### src/rtl/sfpp_pkg.sv
// shared constants for the sync framed packet parser
`default_nettype none

package sfpp_pkg;

    localparam int BYTE_W = 8;
    localparam int LEN_W  = 6;
    localparam int ST_W   = 2;
    localparam int IDX_W  = 2;

    localparam logic [BYTE_W-1:0] SYNC_FIRST  = 8'hAA;
    localparam logic [BYTE_W-1:0] SYNC_SECOND = 8'hBB;

    // result status codes
    localparam logic [ST_W-1:0] ST_NONE = 2'd0;
    localparam logic [ST_W-1:0] ST_GOOD = 2'd1;
    localparam logic [ST_W-1:0] ST_BAD  = 2'd2;

    // configuration register indexes
    localparam logic [IDX_W-1:0] REG_COMMAND_CODE   = 2'd0;
    localparam logic [IDX_W-1:0] REG_PAYLOAD_LENGTH = 2'd1;

endpackage

`default_nettype wire

### src/rtl/sfpp_ram.sv
// generic single write port ram with registered read
`default_nettype none

module sfpp_ram #(
    parameter int WIDTH = 8,
    parameter int DEPTH = 32
) (
    input  wire logic                                   i_clk,
    input  wire logic                                   i_we,
    input  wire logic [((DEPTH > 1) ? $clog2(DEPTH) : 1)-1:0] i_waddr,
    input  wire logic [WIDTH-1:0]                       i_wdata,
    input  wire logic                                   i_re,
    input  wire logic [((DEPTH > 1) ? $clog2(DEPTH) : 1)-1:0] i_raddr,
    output logic      [WIDTH-1:0]                       o_rdata
);

    logic [WIDTH-1:0] r_mem [DEPTH];

    always_ff @(posedge i_clk) begin
        if (i_we) begin
            r_mem[i_waddr] <= i_wdata;
        end
        if (i_re) begin
            o_rdata <= r_mem[i_raddr];
        end
    end

endmodule

`default_nettype wire

### src/rtl/sync_framed_packet_parser.sv
// top level of the sync framed packet parser
// a status result is registered and valid the cycle after its byte is accepted
// one byte is taken per cycle while hunting and collecting, when the output is not stalled
// a good check byte gives n payload items, each read from the payload ram, then sent,
// paced by the single read port of the ram and by output stalls; no byte is taken meanwhile
// reset is synchronous and active low; it resets control state and config registers,
// the payload ram is not cleared since only entries of the current frame are read
`default_nettype none

module sync_framed_packet_parser
    import sfpp_pkg::*;
#(
    parameter int MAX_PAYLOAD = 32
) (
    input  wire logic              i_clk,
    input  wire logic              i_rst_n,
    // byte input
    input  wire logic              i_in_valid,
    output logic                   o_in_stall,
    input  wire logic [BYTE_W-1:0] i_rx_byte,
    // result output
    output logic                   o_out_valid,
    input  wire logic              i_out_stall,
    output logic      [ST_W-1:0]   o_status,
    output logic      [BYTE_W-1:0] o_payload_byte,
    output logic                   o_last,
    // configuration write port
    input  wire logic              i_cfg_we,
    input  wire logic [IDX_W-1:0]  i_cfg_index,
    input  wire logic [BYTE_W-1:0] i_cfg_data
);

    // ram address width and a count wide enough to hold the depth itself
    localparam int AW = (MAX_PAYLOAD > 1) ? $clog2(MAX_PAYLOAD) : 1;
    localparam int CW = $clog2(MAX_PAYLOAD + 1);
    localparam int EW = LEN_W + 1;
    localparam logic [EW-1:0] MAX_EXT = EW'(MAX_PAYLOAD);

    // frame phase while parsing
    typedef enum logic [2:0] {
        PH_HUNT,
        PH_SYNC2,
        PH_CMD,
        PH_DATA,
        PH_CHECK
    } t_phase;

    // control: parse bytes, or stream the stored payload out
    typedef enum logic [1:0] {
        S_PARSE,
        S_READ,
        S_SEND
    } t_ctl;

    t_ctl              r_ctl,      n_ctl;
    t_phase            r_phase,    n_phase;
    logic [CW-1:0]     r_count,    n_count;
    logic [BYTE_W-1:0] r_check,    n_check;
    logic [CW-1:0]     r_rd_idx,   n_rd_idx;
    logic              r_out_valid, n_out_valid;
    logic [ST_W-1:0]   r_status,   n_status;
    logic [BYTE_W-1:0] r_pbyte,    n_pbyte;
    logic              r_last,     n_last;

    logic [BYTE_W-1:0] r_cmd;
    logic [LEN_W-1:0]  r_len;

    logic [EW-1:0]     w_len_ext;
    logic [CW-1:0]     w_eff_len;
    logic              w_out_free;
    logic              w_in_acc;
    logic              w_ram_we;
    logic              w_ram_re;
    logic [BYTE_W-1:0] w_ram_rdata;

    // length as used: zero counts as one, clamp at the store depth
    assign w_len_ext = {1'b0, r_len};
    always_comb begin
        if (r_len == '0) begin
            w_eff_len = CW'(1);
        end else if (w_len_ext > MAX_EXT) begin
            w_eff_len = CW'(MAX_PAYLOAD);
        end else begin
            w_eff_len = CW'(w_len_ext);
        end
    end

    // output slot can be reloaded when empty or being taken this cycle
    assign w_out_free = !r_out_valid || !i_out_stall;
    assign o_in_stall = !((r_ctl == S_PARSE) && w_out_free);
    assign w_in_acc   = i_in_valid && !o_in_stall;

    // payload writes only happen while parsing, reads only while streaming,
    // so the two ports never touch the same entry in the same cycle
    assign w_ram_we = w_in_acc && (r_phase == PH_DATA) && (r_count < CW'(MAX_PAYLOAD));
    assign w_ram_re = (r_ctl == S_READ);

    sfpp_ram #(
        .WIDTH (BYTE_W),
        .DEPTH (MAX_PAYLOAD)
    ) u_store (
        .i_clk   (i_clk),
        .i_we    (w_ram_we),
        .i_waddr (r_count[AW-1:0]),
        .i_wdata (i_rx_byte),
        .i_re    (w_ram_re),
        .i_raddr (r_rd_idx[AW-1:0]),
        .o_rdata (w_ram_rdata)
    );

    always_comb begin
        logic [CW-1:0] cnt_inc;

        cnt_inc     = r_count;
        n_ctl       = r_ctl;
        n_phase     = r_phase;
        n_count     = r_count;
        n_check     = r_check;
        n_rd_idx    = r_rd_idx;
        n_out_valid = r_out_valid;
        n_status    = r_status;
        n_pbyte     = r_pbyte;
        n_last      = r_last;

        // slot drained by the consumer
        if (r_out_valid && !i_out_stall) begin
            n_out_valid = 1'b0;
        end

        unique case (r_ctl)
            S_PARSE: begin
                if (w_in_acc) begin
                    // default result for an ordinary byte
                    n_out_valid = 1'b1;
                    n_status    = ST_NONE;
                    n_pbyte     = '0;
                    n_last      = 1'b1;
                    unique case (r_phase)
                        PH_HUNT: begin
                            if (i_rx_byte == SYNC_FIRST) begin
                                n_phase = PH_SYNC2;
                            end
                        end
                        PH_SYNC2: begin
                            // a bad second sync byte is not retried as a first one
                            n_phase = (i_rx_byte == SYNC_SECOND) ? PH_CMD : PH_HUNT;
                        end
                        PH_CMD: begin
                            n_count = '0;
                            if (i_rx_byte == r_cmd) begin
                                n_check = BYTE_W'(w_eff_len) ^ r_cmd;
                                n_phase = PH_DATA;
                            end else begin
                                n_phase = PH_HUNT;
                            end
                        end
                        PH_DATA: begin
                            if (r_count < CW'(MAX_PAYLOAD)) begin
                                cnt_inc = r_count + CW'(1);
                            end
                            n_count = cnt_inc;
                            n_check = r_check ^ i_rx_byte;
                            if (cnt_inc >= w_eff_len) begin
                                n_phase = PH_CHECK;
                            end
                        end
                        PH_CHECK: begin
                            n_phase = PH_HUNT;
                            if ((i_rx_byte != r_check) || (r_count == '0)) begin
                                n_status = ST_BAD;
                            end else begin
                                // good frame: no status, stream the payload
                                n_out_valid = 1'b0;
                                n_rd_idx    = '0;
                                n_ctl       = S_READ;
                            end
                        end
                        default: begin
                            n_phase = PH_HUNT;
                        end
                    endcase
                end
            end
            S_READ: begin
                // ram read issued this cycle, data valid next cycle
                n_ctl = S_SEND;
            end
            S_SEND: begin
                if (w_out_free) begin
                    n_out_valid = 1'b1;
                    n_status    = ST_GOOD;
                    n_pbyte     = w_ram_rdata;
                    n_last      = (r_rd_idx + CW'(1)) == r_count;
                    if (n_last) begin
                        n_ctl = S_PARSE;
                    end else begin
                        n_rd_idx = r_rd_idx + CW'(1);
                        n_ctl    = S_READ;
                    end
                end
            end
            default: begin
                n_ctl = S_PARSE;
            end
        endcase
    end

    always_ff @(posedge i_clk) begin
        if (!i_rst_n) begin
            r_ctl       <= S_PARSE;
            r_phase     <= PH_HUNT;
            r_count     <= '0;
            r_check     <= '0;
            r_rd_idx    <= '0;
            r_out_valid <= 1'b0;
            r_cmd       <= '0;
            r_len       <= LEN_W'(1);
        end else begin
            r_ctl       <= n_ctl;
            r_phase     <= n_phase;
            r_count     <= n_count;
            r_check     <= n_check;
            r_rd_idx    <= n_rd_idx;
            r_out_valid <= n_out_valid;
            if (i_cfg_we) begin
                // unknown indexes are ignored
                if (i_cfg_index == REG_COMMAND_CODE) begin
                    r_cmd <= i_cfg_data;
                end else if (i_cfg_index == REG_PAYLOAD_LENGTH) begin
                    r_len <= i_cfg_data[LEN_W-1:0];
                end
            end
        end
    end

    // payload of the output slot, no reset needed
    always_ff @(posedge i_clk) begin
        r_status <= n_status;
        r_pbyte  <= n_pbyte;
        r_last   <= n_last;
    end

    assign o_out_valid    = r_out_valid;
    assign o_status       = r_status;
    assign o_payload_byte = r_pbyte;
    assign o_last         = r_last;

endmodule

`default_nettype wire

### config.mk
export PLATFORM = sky130hd
export DESIGN_NAME = sync_framed_packet_parser
export DESIGN_NICKNAME = d
export VERILOG_FILES = /design/src/rtl/sfpp_pkg.sv /design/src/rtl/sfpp_ram.sv /design/src/rtl/sync_framed_packet_parser.sv
export SDC_FILE = /design/constraint.sdc
export NUM_CORES = 1
export LEC_CHECK = 0
export BUFFER_PORTS_ARGS = -buffer_cell sky130_fd_sc_hd__buf_2
export CORE_MARGIN = 2
export CORE_UTILIZATION = 45
export CTS_CLUSTER_DIAMETER = 150
export DETAILED_ROUTE_END_ITERATION = 10
export GPL_ROUTABILITY_DRIVEN = 0
export GPL_TIMING_DRIVEN = 0
export SYNTH_ARGS = -nofsm -noshare
export SYNTH_HDL_FRONTEND = slang
export SYNTH_SLANG_ARGS = --single-unit
### constraint.sdc
create_clock -name i_clk -period 2.1 [get_ports i_clk]
set_input_delay 0.21 -clock i_clk [delete_from_list [all_inputs] [get_ports i_clk]]
set_output_delay 0.21 -clock i_clk [all_outputs]
set_load 0.1 [all_outputs]
## Word-level counts from Yosys, hierarchy flattened

Memory sizes are Yosys's and may differ from the RTL's. A register that Yosys moved wholly into a read port is not among the register bits.
Cells that the tools add are included.

| storage, ports and cells | value |
|---|---|
| bits in registers | 51 |
| memory bits (writable) | 256 |
| bits of input ports | 23 |
| output and inout bits | 13 |
| word-level logic and storage cells | 110 |
| memories kept | 1 |

Memories:

| name | words | width | read ports | clocked after Yosys merged registers in | write ports | RTL line | source |
|---|---|---|---|---|---|---|---|
| u_store.r_mem | 32 | 8 | 1 | 1 | 1 | sfpp_ram.sv:17 | `logic [WIDTH-1:0] r_mem [DEPTH];` |

| operators by class | value |
|---|---|
| add/subtract/negate cells | 2 |
| order comparisons | 3 |
| equality and inequality tests | 20 |
| mux-type cells | 45 |
| bitwise logic cells | 3 |
| reduce and logical (&&, ||, !) cells | 25 |

Operators with widths:

| cell | count |
|---|---|
| 2-to-1 mux 6 bit | 11 |
| one-hot mux 8 bit (2 select lines) | 2 |
| 2-to-1 mux 8 bit | 3 |
| one-hot mux 6 bit (2 select lines) | 2 |
| 2-to-1 mux 2 bit | 10 |
| == test 8 bit (second input constant) | 2 |
| adder 6 x 1 -> 6 bit (second input constant) | 2 |
| zero test 6 bit | 2 |
| != test 2 bit (second input constant) | 6 |
| one-hot mux 3 bit (4 select lines) | 1 |
| AND reduction 4 bit | 3 |
| 2-to-1 mux 1 bit | 10 |
| AND reduction 3 bit | 3 |
| == test 8 bit | 1 |
| != test 8 bit | 1 |
| bitwise XOR 6 x 8 -> 8 bit | 1 |
| bitwise XOR 8 bit | 1 |
| == test 3 x 2 -> 1 bit (second input constant) | 2 |
| == test 6 bit | 1 |
| greater-or-equal comparator 6 bit | 1 |
| greater-than comparator 6 bit (second input constant) | 1 |
| < comparator 6 bit (second input constant) | 1 |
| 2-to-1 mux 3 bit | 2 |
| one-hot mux 2 bit (3 select lines) | 1 |
| 16 further kinds | 28 |

## Longest topological paths before layout

Gate-level depths: netlist of run 1.

| logic depth | value |
|---|---|
| depth after elaboration | 9 |
| gate-level depth with buffers | 10 |
| gate-level depth less buffers | 10 |

## Hierarchy

Synthesis of run 1 repeated with hierarchy kept, for this count alone.

| second synthesis, totals | value |
|---|---|
| cells, all modules | 741 |
| area total of the unflattened synthesis | 12997.5 µm² |

Modules (own cells, without submodules):

| module | times used | cells an instance | area each (µm²) | sequential area each (µm²) |
|---|---|---|---|---|
| sfpp_ram | 1 | 417 | 10133.5 | 7927.6 |
| sync_framed_packet_parser | 1 | 324 | 2864.0 | 1131.1 |

## Worst setup path after synthesis of run 1

OpenSTA, ideal clock, no wires.

| timing path | value |
|---|---|
| kind | reg-to-reg |
| start point | register r_out_valid (netlist: o_out_valid) |
| end point | memory u_store.r_mem[13][0], enable pin |
| setup time | 370 ps |
| arrival | 2355 ps |
| required time | 1730 ps |
| path slack | -625 ps |
| stages on the path, launching flop included | 7 |
| buffers on the path | 0 |
| period minus slack after synthesis | 2725 ps |
| cell sequence | dfxtp_1 -> a211oi_1 -> nand2_1 -> or2_2 -> nor2_1 -> nand2_1 -> nor2_1 |

| on the way | value |
|---|---|
| longest elaborated chain between the ends | 8 |

RTL lines:

| item | RTL line | source |
|---|---|---|
| from (decl) | sync_framed_packet_parser.sv:60 | `logic r_out_valid, n_out_valid;` |
| from (signal assigned) | sync_framed_packet_parser.sv:224 | `r_out_valid <= n_out_valid;` |
| zero test 1 bit | sync_framed_packet_parser.sv:89 | `assign w_out_free = !r_out_valid \|\| !i_out_stall;` |
| logical OR 1 bit | sync_framed_packet_parser.sv:89 |  |
| logical AND 1 bit | sync_framed_packet_parser.sv:90 | `assign o_in_stall = !((r_ctl == S_PARSE) && w_out_free);` |
| logical AND 1 bit | sync_framed_packet_parser.sv:91 | `assign w_in_acc = i_in_valid && !o_in_stall;` |
| logical AND 1 bit (2 in series) | sync_framed_packet_parser.sv:95 | `assign w_ram_we = w_in_acc && (r_phase == PH_DATA) && (r_count < CW'(MAX_PAYLOAD));` |
| 2-to-1 mux 1 bit | sfpp_ram.sv:20 | `if (i_we) begin` |
| 2-to-1 mux 1 bit (implied by the code) | sfpp_ram.sv:21 | `r_mem[i_waddr] <= i_wdata;` |
| to (decl) | sfpp_ram.sv:17 |  |

Every way passes these cells.

==> results of run 1 <==
-- layout by cell type, fill, tap and decap left out, drive strengths merged, types with 16 or more instances in the layout --
cell | netlist | routed
clkbuf | 18 | 60
nand2 | 20 | 20
dfxtp | 40 | 40
buf | 18 | 84
xnor2 | 25 | 25
edfxtp | 275 | 275
nor2 | 71 | 71
mux4 | 80 | 80
a21oi | 22 | 22
inv | 13 | 16
-- metal layers --
metal,routed length [µm],vias to the layer above
li1,-,3154
met2,14700,256
met4,905,0
met1,13100,3729
met3,1780,65
met5,0,-
-- cell type report --
class / count / area [µm²] / area share (%)
plain buffers: 35 / 300 / 1.89
clock buffers: 42 / 881 / 5.55
well taps: 384 / 480 / 3.02
flip-flops and latches: 315 / 9080 / 57.2
repair buffers: 76 / 678 / 4.27
clock inverters: 19 / 161 / 1.02
multi-input cells: 373 / 4250 / 26.8
inverters: 13 / 51.3 / 0.323
-- cell families after synthesis --
kind of cell               Yosys count  synth area share, %
adders and majority gates           11                 1.05
DFF                                315                 69.3
xor gates and xnor gates            33                 2.21
buffers and inverters               50                 2.00
AOI/OAI and AO/OA                   69                 3.47
and+or+nand+nor                    157                 5.93
muxes                              103                 16.1
-- flip-flops by register name, indices dropped and copies added, names as in the netlist --
register / cells
u_store.r_mem: 256
r_check: 8
r_rd_idx: 6
r_phase: 3
r_count: 6
r_cmd: 8
o_status: 2
r_len: 6
r_ctl: 2
o_payload_byte: 8
o_out_valid: 1
u_store.o_rdata: 8
o_last: 1
-- through the flow --
| stage | area (µm²) | hold slack (ps) | setup slack (ps) | cells | power [mW] |
|---|---|---|---|---|---|
| 5_1_grt | 15900 | 104 | -367 | 1257 | 13.6 |
| 2_1_floorplan | 13400 | 309 | -62.1 | 738 | 7.39 |
| 6_report | 15900 | 64.7 | -332 | 1257 | 13.2 |
| 3_3_place_gp | 14000 | 449 | -768 | 1156 | 7.57 |
| 4_1_cts | 15700 | 45.5 | -319 | 1247 | 13.2 |
| 3_5_place_dp | 14000 | 462 | -769 | 1156 | 7.60 |
-- how the worst max path moves through the flow --
stage                                  start                      endpoint  cells after the start
floorplan           r_rd_idx[0]$_SDFFE_PN0P_  u_store.o_rdata[0]$_DFFE_PN_                      6
global placement    r_rd_idx[1]$_SDFFE_PN0P_  u_store.o_rdata[1]$_DFFE_PN_                      5
detailed placement  r_rd_idx[1]$_SDFFE_PN0P_  u_store.o_rdata[1]$_DFFE_PN_                      5
CTS                 r_rd_idx[0]$_SDFFE_PN0P_  u_store.o_rdata[3]$_DFFE_PN_                      6
global route        r_rd_idx[0]$_SDFFE_PN0P_  u_store.o_rdata[4]$_DFFE_PN_                      6
finish              r_rd_idx[0]$_SDFFE_PN0P_  u_store.o_rdata[1]$_DFFE_PN_                      6
-- worst max-delay path, cell delays in order (launching register included) --
cell and delay (ps):
dfxtp_2 350, buf_8 140, buf_12 160, buf_12 140, mux4_2 550, mux4_2 530, mux2_2 310
-- synthesized netlist by cell type (8+ instances only) --
cell	instances	area [µm²]
mux4_1	15	394
a21oi_1	22	110
dfxtp_1	40	801
mux2_2	9	101
o21ai_0	13	65.1
mux2i_1	14	140
clkbuf_1	16	60.1
nand3_1	8	40.0
and2_1	9	56.3
buf_2	9	45.0
ha_1	11	138
inv_1	13	48.8
mux4_2	65	1460
xnor2_1	25	219
nand4_1	8	50.1
xor2_1	8	70.1
edfxtp_1	275	8260
nand2_1	20	75.1
nor2_1	71	267
-- power groups by stage --
stage | clock [mW] | combinational, mW | sequential [mW]
final | 5.61 | 0.636 | 6.94
after global routing | 5.96 | 0.686 | 6.94
after CTS | 5.72 | 0.599 | 6.93
after detailed placement | 0 | 0.571 | 7.03
after global placement | 0 | 0.546 | 7.03
after floorplan | 0 | 0.263 | 7.12
-- what timing repair did --
action,in CTS,in global routing
hold buffers,8,0
resized for setup,61,30
pin swaps,22,22
cloned,1,2
buffers inserted,23,8
endpoints found under the hold margin,14,0
endpoints found under the setup margin,282,274
==> summary.txt, run 1 <==
STA
  – Final Setup Violations: 34
  – Worst Tran Pin Value: between 900 and 1000 ps
  – Post-route clock period utilization: 116%
  – Relative slew slack: a little over a third
  – Slew Viols, Final: 0
  – RSZ-0062 raised after global routing: true
  – Period minus WS final: 2430 ps
  – Worst setup margin: -332 ps
  – Final hold vios: 0
  – TNS Setup: -2970 ps
  – Max frequency: 411 MHz
  – Clock Skews: 16.5 ps

Status
  – Violations in the final reports: setup timing
  – Run status: complete, but fails checks

Clock tree
  – Clock buffer depth: 3
  – Clock sinks: approximately 320
  – CTS tree: yes
  – H-tree levels: 2
  – Clk slew on worst S/H paths: 60 ps
  – Later-pin clock latency in the skew report: 520 ps
  – Total CTS buffers: 34
  – Root Buffer: clkbuf_16

Logic synthesis
  – Mean Syn Cell Area: approximately 18 µm²
  – Predominant post-synthesis flop cell: edfxtp_1
  – Asr flop ratio synth: 0%
  – Post-synth EDFFs: 275
  – Post-synthesis cell type count: 55
  – Sequential share of the synthesized area: 69.3%
  – Post-Syn Nets: 772
  – Syn Inst Count: about 740
  – Seq cells post-synth: 315
  – Syn. warnings: 0
  – Netlist Area Pre-Place: 13,100 µm²

Worst setup path
  – Worst Path Max Fanout: 7
  – Reg2Reg Capture Point: u_store.o_rdata[1]$_DFFE_PN_
  – Worst setup SP type: flip-flop
  – FF-to-FF setup slack: -330 ps
  – Required @ worst endpoint: 2360 ps
  – CP Capture Type: flip-flop
  – Worst r2r src: r_rd_idx[0]$_SDFFE_PN0P_
  – Kind of critical path: reg2reg
  – R2R cell count: 6
  – WP data arrival: 2700 ps

Detailed routing
  – Detailed Route Iter0 Violations: 749
  – Final ANT Viol Nets: 0
  – DRC: 0
  – Number of detailed-route iterations in the first pass: 5
  – Vias/cell: ~5.7
  – Post-DR wirelength/cell: 24.2 µm
  – Detailed Route WL: 30,500 µm
  – Vias after detailed routing: approximately 7,200

Placement
  – Hpwl dp: 19,600 µm
  – PortBufs: 34

Pwr
  – Psw: roughly 2.9 mW
  – Combinational fraction of design power: 4.8%
  – Clock network fraction of total power: approximately 43%
  – VDD IR max: ~0.00060 V
  – Pwr Density: between 800 and 900 nW/µm²
  – Switching share of power: 21.8%
  – Leakage: 4.97 nW
  – Sequential Power Share: a little over half
  – Pint: 10.3 mW

Global route
  – Initial antenna violation count: 0
  – Gr usage total: 20.3%
  – First-pass GRT wire length: 45,400 µm
  – Vias in the first global route: 7,363
  – Largest net degree at the start of global routing: 39
  – GRT Max-Usage Layer: met2
  – Met2 GRT Util: around a third
  – Total grt overflow: 0
  – GR met3 Demand/Resource: 2.84%
  – GRT met1 Usage: 28.5%

Floorplanning
  – Initial Utilization: between 40% and 50%
  – Die width: 174 µm
  – Core Box Area: 28,600 µm²
  – Die H: ~170 µm
  – Io pins: 36
  – Std-Cell Rows: 62
  – Die area: 30,400 µm²

Min path
  – Hold Crit Class: in2reg
  – Hold Crit Start: i_out_stall
  – WHS Path Cells: 3
  – Hold EP: r_ctl[1]$_SDFFE_PN0P_

Cells and area
  – Util after Layout: between 50% and 60%
  – Layout cells sized above 1: between 30% and 40%
  – ANT cells: 0
  – Area grow syn2layout: 21.5%
  – Filler cells: ~2,200
  – Final nets: 882

Job
  – Max-cap violations: 0
No activity file was read; power rests on OpenSTA's default activity.
==> run 2: changes to the inputs <==
SLEW_MARGIN = 10   (was default)
clock period = 2.2 ns   (was 2.1 ns; I/O delays follow)
==> summary.txt, run 2 (synthesized netlist as in run 1, its figures left out) <==
Global route
  – Initial antenna violation count: 0 (unchanged)
  – Largest net degree at the start of global routing: 39 (unchanged)
  – Total grt overflow: 0 (unchanged)
  – Gr usage total: 20.3% (about the same)
  – First-pass GRT wire length: 46,200 µm (+1.8%)
  – Vias in the first global route: 7,473 (+1.5%)

Detailed routing
  – Detailed Route Iter0 Violations: 615 (-18%)
  – Post-DR wirelength/cell: 24.0 µm (-0.97%)
  – Final ANT Viol Nets: 0 (unchanged)
  – Detailed Route WL: 30,400 µm (about the same)
  – Number of detailed-route iterations in the first pass: 5 (unchanged)
  – Vias/cell: 5.65 (-1.4%)
  – DRC: 0 (unchanged)
  – Vias after detailed routing: 7,174 (-0.42%)

Min path
  – Hold Crit Class: in2reg
  – WHS Path Cells: 3 (unchanged)

Worst setup path
  – Cell Chain, Critical Path: buf_6 > buf_12 > buf_12 > buf_6 > mux4_2 > mux4_2 > mux2_4
  – R2R cell count: 7 (+1)
  – Slowest cell on crit path: mux4_2
  – WP data arrival: 2710 ps (about the same)
  – Required @ worst endpoint: 2500 ps (+140 ps)
  – CP Capture Type: flip-flop
  – Kind of critical path: reg2reg
  – Worst Path Max Fanout: 6 (-1)
  – Worst setup SP type: flip-flop
  – Slowest stage delay, CP: 520 ps (-30 ps)

Cells and area
  – Final nets: 895 (+1.5%)
  – Layout cells sized above 1: 35.3% (+0.088 points)
  – Filler cells: 2,183 (-0.046%)
  – Commonest non-fill, non-tap cells in the layout: 275 x edfxtp_1, 75 x mux4_2, 38 x nor2_1
  – Max reg flops: 256 (unchanged)
  – Most common cell after layout, fill and taps aside: edfxtp_1
  – Area grow syn2layout: 23.0%
  – ANT cells: 0 (unchanged)
  – Final instance area: 16,100 µm² (+1.2%)
  – Most flop-heavy register: u_store.r_mem

Job
  – Max-cap violations: 0 (unchanged)

Status
  – Violations in the final reports: setup timing
  – Run status: complete, but fails checks

Clock tree
  – CTS tree: yes
  – Later-pin clock latency in the skew report: 550 ps (+30 ps)
  – Clock sinks: 315 (unchanged)
  – Clock buffer depth: 3 (unchanged)
  – Clk slew on worst S/H paths: 60 ps (about the same)
  – Total CTS buffers: 31 (-8.8%)
  – Root Buffer: clkbuf_16
  – H-tree levels: 1 (-1)

Floorplanning
  – Std-Cell Rows: 62 (unchanged)
  – Die area: 30,400 µm² (unchanged)
  – Die width: 174 µm (unchanged)
  – Initial Utilization: 45.7% (unchanged)
  – Die H: 174 µm (unchanged)
  – Io pins: 36 (unchanged)
  – Core Box Area: 28,600 µm² (unchanged)

STA
  – Period minus WS final: 2410 ps (-18.9 ps)
  – Final hold vios: 0 (unchanged)
  – Final Setup Violations: 9 (-74%)
  – RSZ-0062 raised after global routing: true
  – Relative slew slack: 29.8% (-5.0 points)
  – Worst Tran Pin Value: 1050 ps (+74.5 ps)
  – Max frequency: 414 MHz (+0.78%)
  – Slew Viols, Final: 0 (unchanged)
  – Worst setup margin: -213 ps (+119 ps)
  – Clock Skews: 18.8 ps (+2.35 ps)
  – Post-route clock period utilization: 110% (-6.1 points)

Placement
  – PortBufs: 34 (unchanged)
  – Post-DP Area: 14,000 µm² (-0.12%)
  – Hpwl dp: 19,600 µm (+0.16%)

Pwr
  – Pwr Total: 12.3 mW (-6.7%)
  – VDD IR max: 0.000540 V (-9.8%)
  – Pwr Density: 765 nW/µm² (-7.8%)
  – Leakage: 5.06 nW (+1.8%)
[run 2: path summary, 6_finish.rpt]
kind,startpoint,slack [ps],end
setup / recovery,r_rd_idx[0]$_SDFFE_PN0P_,-210,u_store.o_rdata[2]$_DFFE_PN_
hold / removal,i_out_stall,40,o_out_valid$_SDFF_PN0_
setup reg to reg,r_rd_idx[0]$_SDFFE_PN0P_,-210,u_store.o_rdata[2]$_DFFE_PN_
hold reg to reg,r_len[0]$_SDFFE_PN1P_,490,r_len[0]$_SDFFE_PN1P_
[run 2: report_power, final]
part           internal [mW]  switching (mW)
clock network           2.93            2.18
registers               6.54          0.0711
logic                  0.177           0.403
[run 2: timing repair]
item / 4_1_cts / 5_1_grt
hold buffers: 8 / 0
setup endpoints to repair: 274 / 223
setup buffers: 40 / 10
cloned: 1 / 0
endpoints found under the hold margin: 14 / 0
gates resized for setup: 68 / 26
pin swaps: 35 / 20
[run 2: layout make-up]
class	count	area [µm²]	share of cell area, %
inverters	13	48.8	0.303
clock buffers	36	795	4.94
repair buffers	92	1000	6.23
clock inverters	21	188	1.17
flip-flops and latches	315	9070	56.4
well taps	384	480	2.99
multi-input cells	373	4220	26.2
plain buffers	35	275	1.71
[run 2: routing by layer]
| metal | track usage (%) | up-vias | part of all wire [%] |
|---|---|---|---|
| li1 | - | 3185 | - |
| met1 | 28.5 | 3731 | 43 |
| met2 | 33.7 | 218 | 50 |
| met3 | 3.41 | 40 | 5.4 |
| met4 | 4.59 | 0 | 1.9 |
| met5 | 0 | - | 0 |
[run 2: critical path: cells and delay by family, from the launching register on]
kind                   cells  cell delay [ps]
muxes                      3             1320
buffers and inverters      4              490
DFF                        1              340
[run 2: stage by stage]
stage | std cells | worst slack (ps) | utilization, % | setup TNS [ps] | hold slack (ps)
after floorplan | 738 | 2.68 | - | 0 | 319
after global placement | 1156 | -603 | 48.9 | -71740 | 463
after detailed placement | 1156 | -636 | 48.9 | -100590 | 464
after CTS | 1260 | -214 | 55.5 | -1420 | 25.8
after global routing | 1269 | -247 | 56.2 | -1930 | 71.8
final | 1269 | -213 | 56.2 | -1420 | 38.0
==> run 3: changes to the inputs <==
HOLD_SLACK_MARGIN = 0.08   (was default)
==> summary.txt, run 3 (synthesized netlist as in run 1, its figures left out) <==
Status
  – Run status: complete, but fails checks
  – Violations in the final reports: setup timing

Pwr
  – Switching share of power: 21.6% (about the same)
  – Sequential Power Share: 53.7% (about the same)
  – Pwr Density: 764 nW/µm² (about the same)
  – Pint: 9.65 mW (about the same)
  – Leakage: 5.07 nW (+0.12%)
  – VDD IR max: 0.000541 V (about the same)
  – Clock network fraction of total power: 41.5% (about the same)
  – Psw: 2.66 mW (+0.13%)
  – Pwr Total: 12.3 mW (about the same)
  – Combinational fraction of design power: 4.7% (about the same)

Worst setup path
  – Cell Chain, Critical Path: buf_6 > buf_12 > buf_12 > buf_6 > mux4_2 > mux4_2 > mux2_4
  – CP Capture Type: flip-flop
  – Slowest stage delay, CP: 520 ps (about the same)
  – CP top delay family: multiplexers
  – Worst Path Max Fanout: 6 (unchanged)
  – WP data arrival: 2710 ps (about the same)
  – Slowest cell on crit path: mux4_2
  – Required @ worst endpoint: 2490 ps (about the same)
  – Worst path bufs/invs: 4 (unchanged)
  – Kind of critical path: reg2reg
  – Worst setup SP type: flip-flop

Floorplanning
  – Io pins: 36 (unchanged)
  – Die H: 174 µm (unchanged)
  – Std-Cell Rows: 62 (unchanged)
  – Die width: 174 µm (unchanged)
  – Die area: 30,400 µm² (unchanged)
  – Core Box Area: 28,600 µm² (unchanged)
  – Initial Utilization: 45.7% (unchanged)

Detailed routing
  – Post-DR wirelength/cell: 24.0 µm (-0.14%)
  – Detailed Route WL: 30,500 µm (about the same)
  – Vias after detailed routing: 7,183 (+0.13%)
  – Vias/cell: 5.65 (about the same)
  – Final ANT Viol Nets: 0 (unchanged)
  – DRC: 0 (unchanged)
  – Number of detailed-route iterations in the first pass: 5 (unchanged)
  – Detailed Route Iter0 Violations: 645 (+4.9%)

STA
  – Final Setup Violations: 9 (unchanged)
  – Relative slew slack: 29.1% (-0.64 points)
  – Worst setup margin: -211 ps (+2.36 ps)
  – Final hold vios: 0 (unchanged)
  – TNS Setup: -1420 ps (+9.40 ps)
  – Worst Tran Pin Value: 1060 ps (+9.52 ps)
  – Clock Skews: 17.4 ps (-1.45 ps)
  – Slew Viols, Final: 0 (unchanged)
  – Max frequency: 415 MHz (about the same)
  – Period minus WS final: 2410 ps (-2.36 ps)
  – RSZ-0062 raised after global routing: true
  – Post-route clock period utilization: 110% (about the same)

Job
  – Max-cap violations: 0 (unchanged)

Clock tree
  – Root Buffer: clkbuf_16
  – Clock sinks: 315 (unchanged)
  – Clk slew on worst S/H paths: 60 ps (about the same)
  – CTS tree: yes
  – Total CTS buffers: 31 (unchanged)
  – H-tree levels: 1 (unchanged)
  – Clock buffer depth: 3 (unchanged)
  – Later-pin clock latency in the skew report: 550 ps (about the same)

Min path
  – Hold Crit Class: in2reg

Cells and area
  – ANT cells: 0 (unchanged)
  – Final instance area: 16,100 µm² (+0.12%)
  – Commonest non-fill, non-tap cells in the layout: 275 x edfxtp_1, 75 x mux4_2, 38 x nor2_1
  – Area grow syn2layout: 23.1%
  – Util after Layout: 56.2% (+0.070 points)
  – Final std cells w/o fill: 1,271 (+0.16%)
  – Layout cells sized above 1: 35.2% (-0.079 points)
  – Final nets: 897 (+0.22%)
  – Max reg flops: 256 (unchanged)
  – Filler cells: 2,181 (-0.092%)
  – Most flop-heavy register: u_store.r_mem
  – Most common cell after layout, fill and taps aside: edfxtp_1

Placement
  – PortBufs: 34 (unchanged)
  – Post-DP Area: 14,000 µm² (unchanged)
  – Hpwl dp: 19,600 µm (unchanged)
  – Post-Place Cells: 1,156 (unchanged)

Global route
  – Gr usage total: 20.3% (about the same)
  – Initial antenna violation count: 0 (unchanged)
  – Vias in the first global route: 7,478 (+0.067%)
  – Total grt overflow: 0 (unchanged)
  – Largest net degree at the start of global routing: 39 (unchanged)
  – First-pass GRT wire length: 46,200 µm (about the same)
[run 3: layout make-up]
class                      instances  area (µm²)  area share (%)
inverter                          13        48.8           0.303
sequential                       315        9070            56.4
multi-input combinational        373        4220            26.2
clock buffer                      36         795            4.94
tap                              384         480            2.98
buffer                            35         275            1.71
timing repair buffer              94        1020            6.34
clock inverter                    21         188            1.17
[run 3: worst paths after layout]
path	start	end	slack [ps]	cells after the start
setup / recovery	r_rd_idx[0]$_SDFFE_PN0P_	u_store.o_rdata[2]$_DFFE_PN_	-210	7
hold / removal	i_rst_n	r_phase[0]$_SDFFE_PN0P_	190	2
setup reg to reg	r_rd_idx[0]$_SDFFE_PN0P_	u_store.o_rdata[2]$_DFFE_PN_	-210	7
hold reg to reg	r_check[5]$_SDFFE_PN0P_	r_check[5]$_SDFFE_PN0P_	520	2
[run 3: worst reg2reg max path: cells and delay by family, from the launching register on]
kind | cells | cell delay, ps
multiplexers | 3 | 1320
buffers and inverters | 4 | 510
flip-flops | 1 | 340
[run 3: power groups by stage]
stage,clock network [mW],logic [mW],registers [mW]
2_1_floorplan,0,0.248,6.80
3_3_place_gp,0,0.519,6.71
3_5_place_dp,0,0.545,6.71
4_1_cts,5.20,0.560,6.61
5_1_grt,5.42,0.630,6.61
6_report,5.11,0.581,6.61
[run 3: through the flow]
| stage | hold slack (ps) | setup WS, ps |
|---|---|---|
| CTS | 157 | -214 |
| floorplan | 319 | 2.68 |
| finish | 189 | -211 |
| global placement | 463 | -603 |
| detailed placement | 464 | -636 |
| global route | 197 | -247 |
[run 3: timing repair]
action / CTS / global route
gates resized for setup: 68 / 26
pin swaps: 35 / 20
gates cloned: 1 / 0
setup endpoints to repair: 274 / 223
buffers inserted: 40 / 10
hold endpoints to repair: 16 / 0
hold buffers: 10 / 0
[run 3: per-layer routing]
metal  vias to the layer above  GRT usage [%]  part of all wire (%)
li1                       3193              -                     -
met2                       226           33.8                    50
met5                         -              0                     0
met1                      3719           28.5                    42
met3                        45           3.41                   5.9
met4                         0           4.59                   2.0
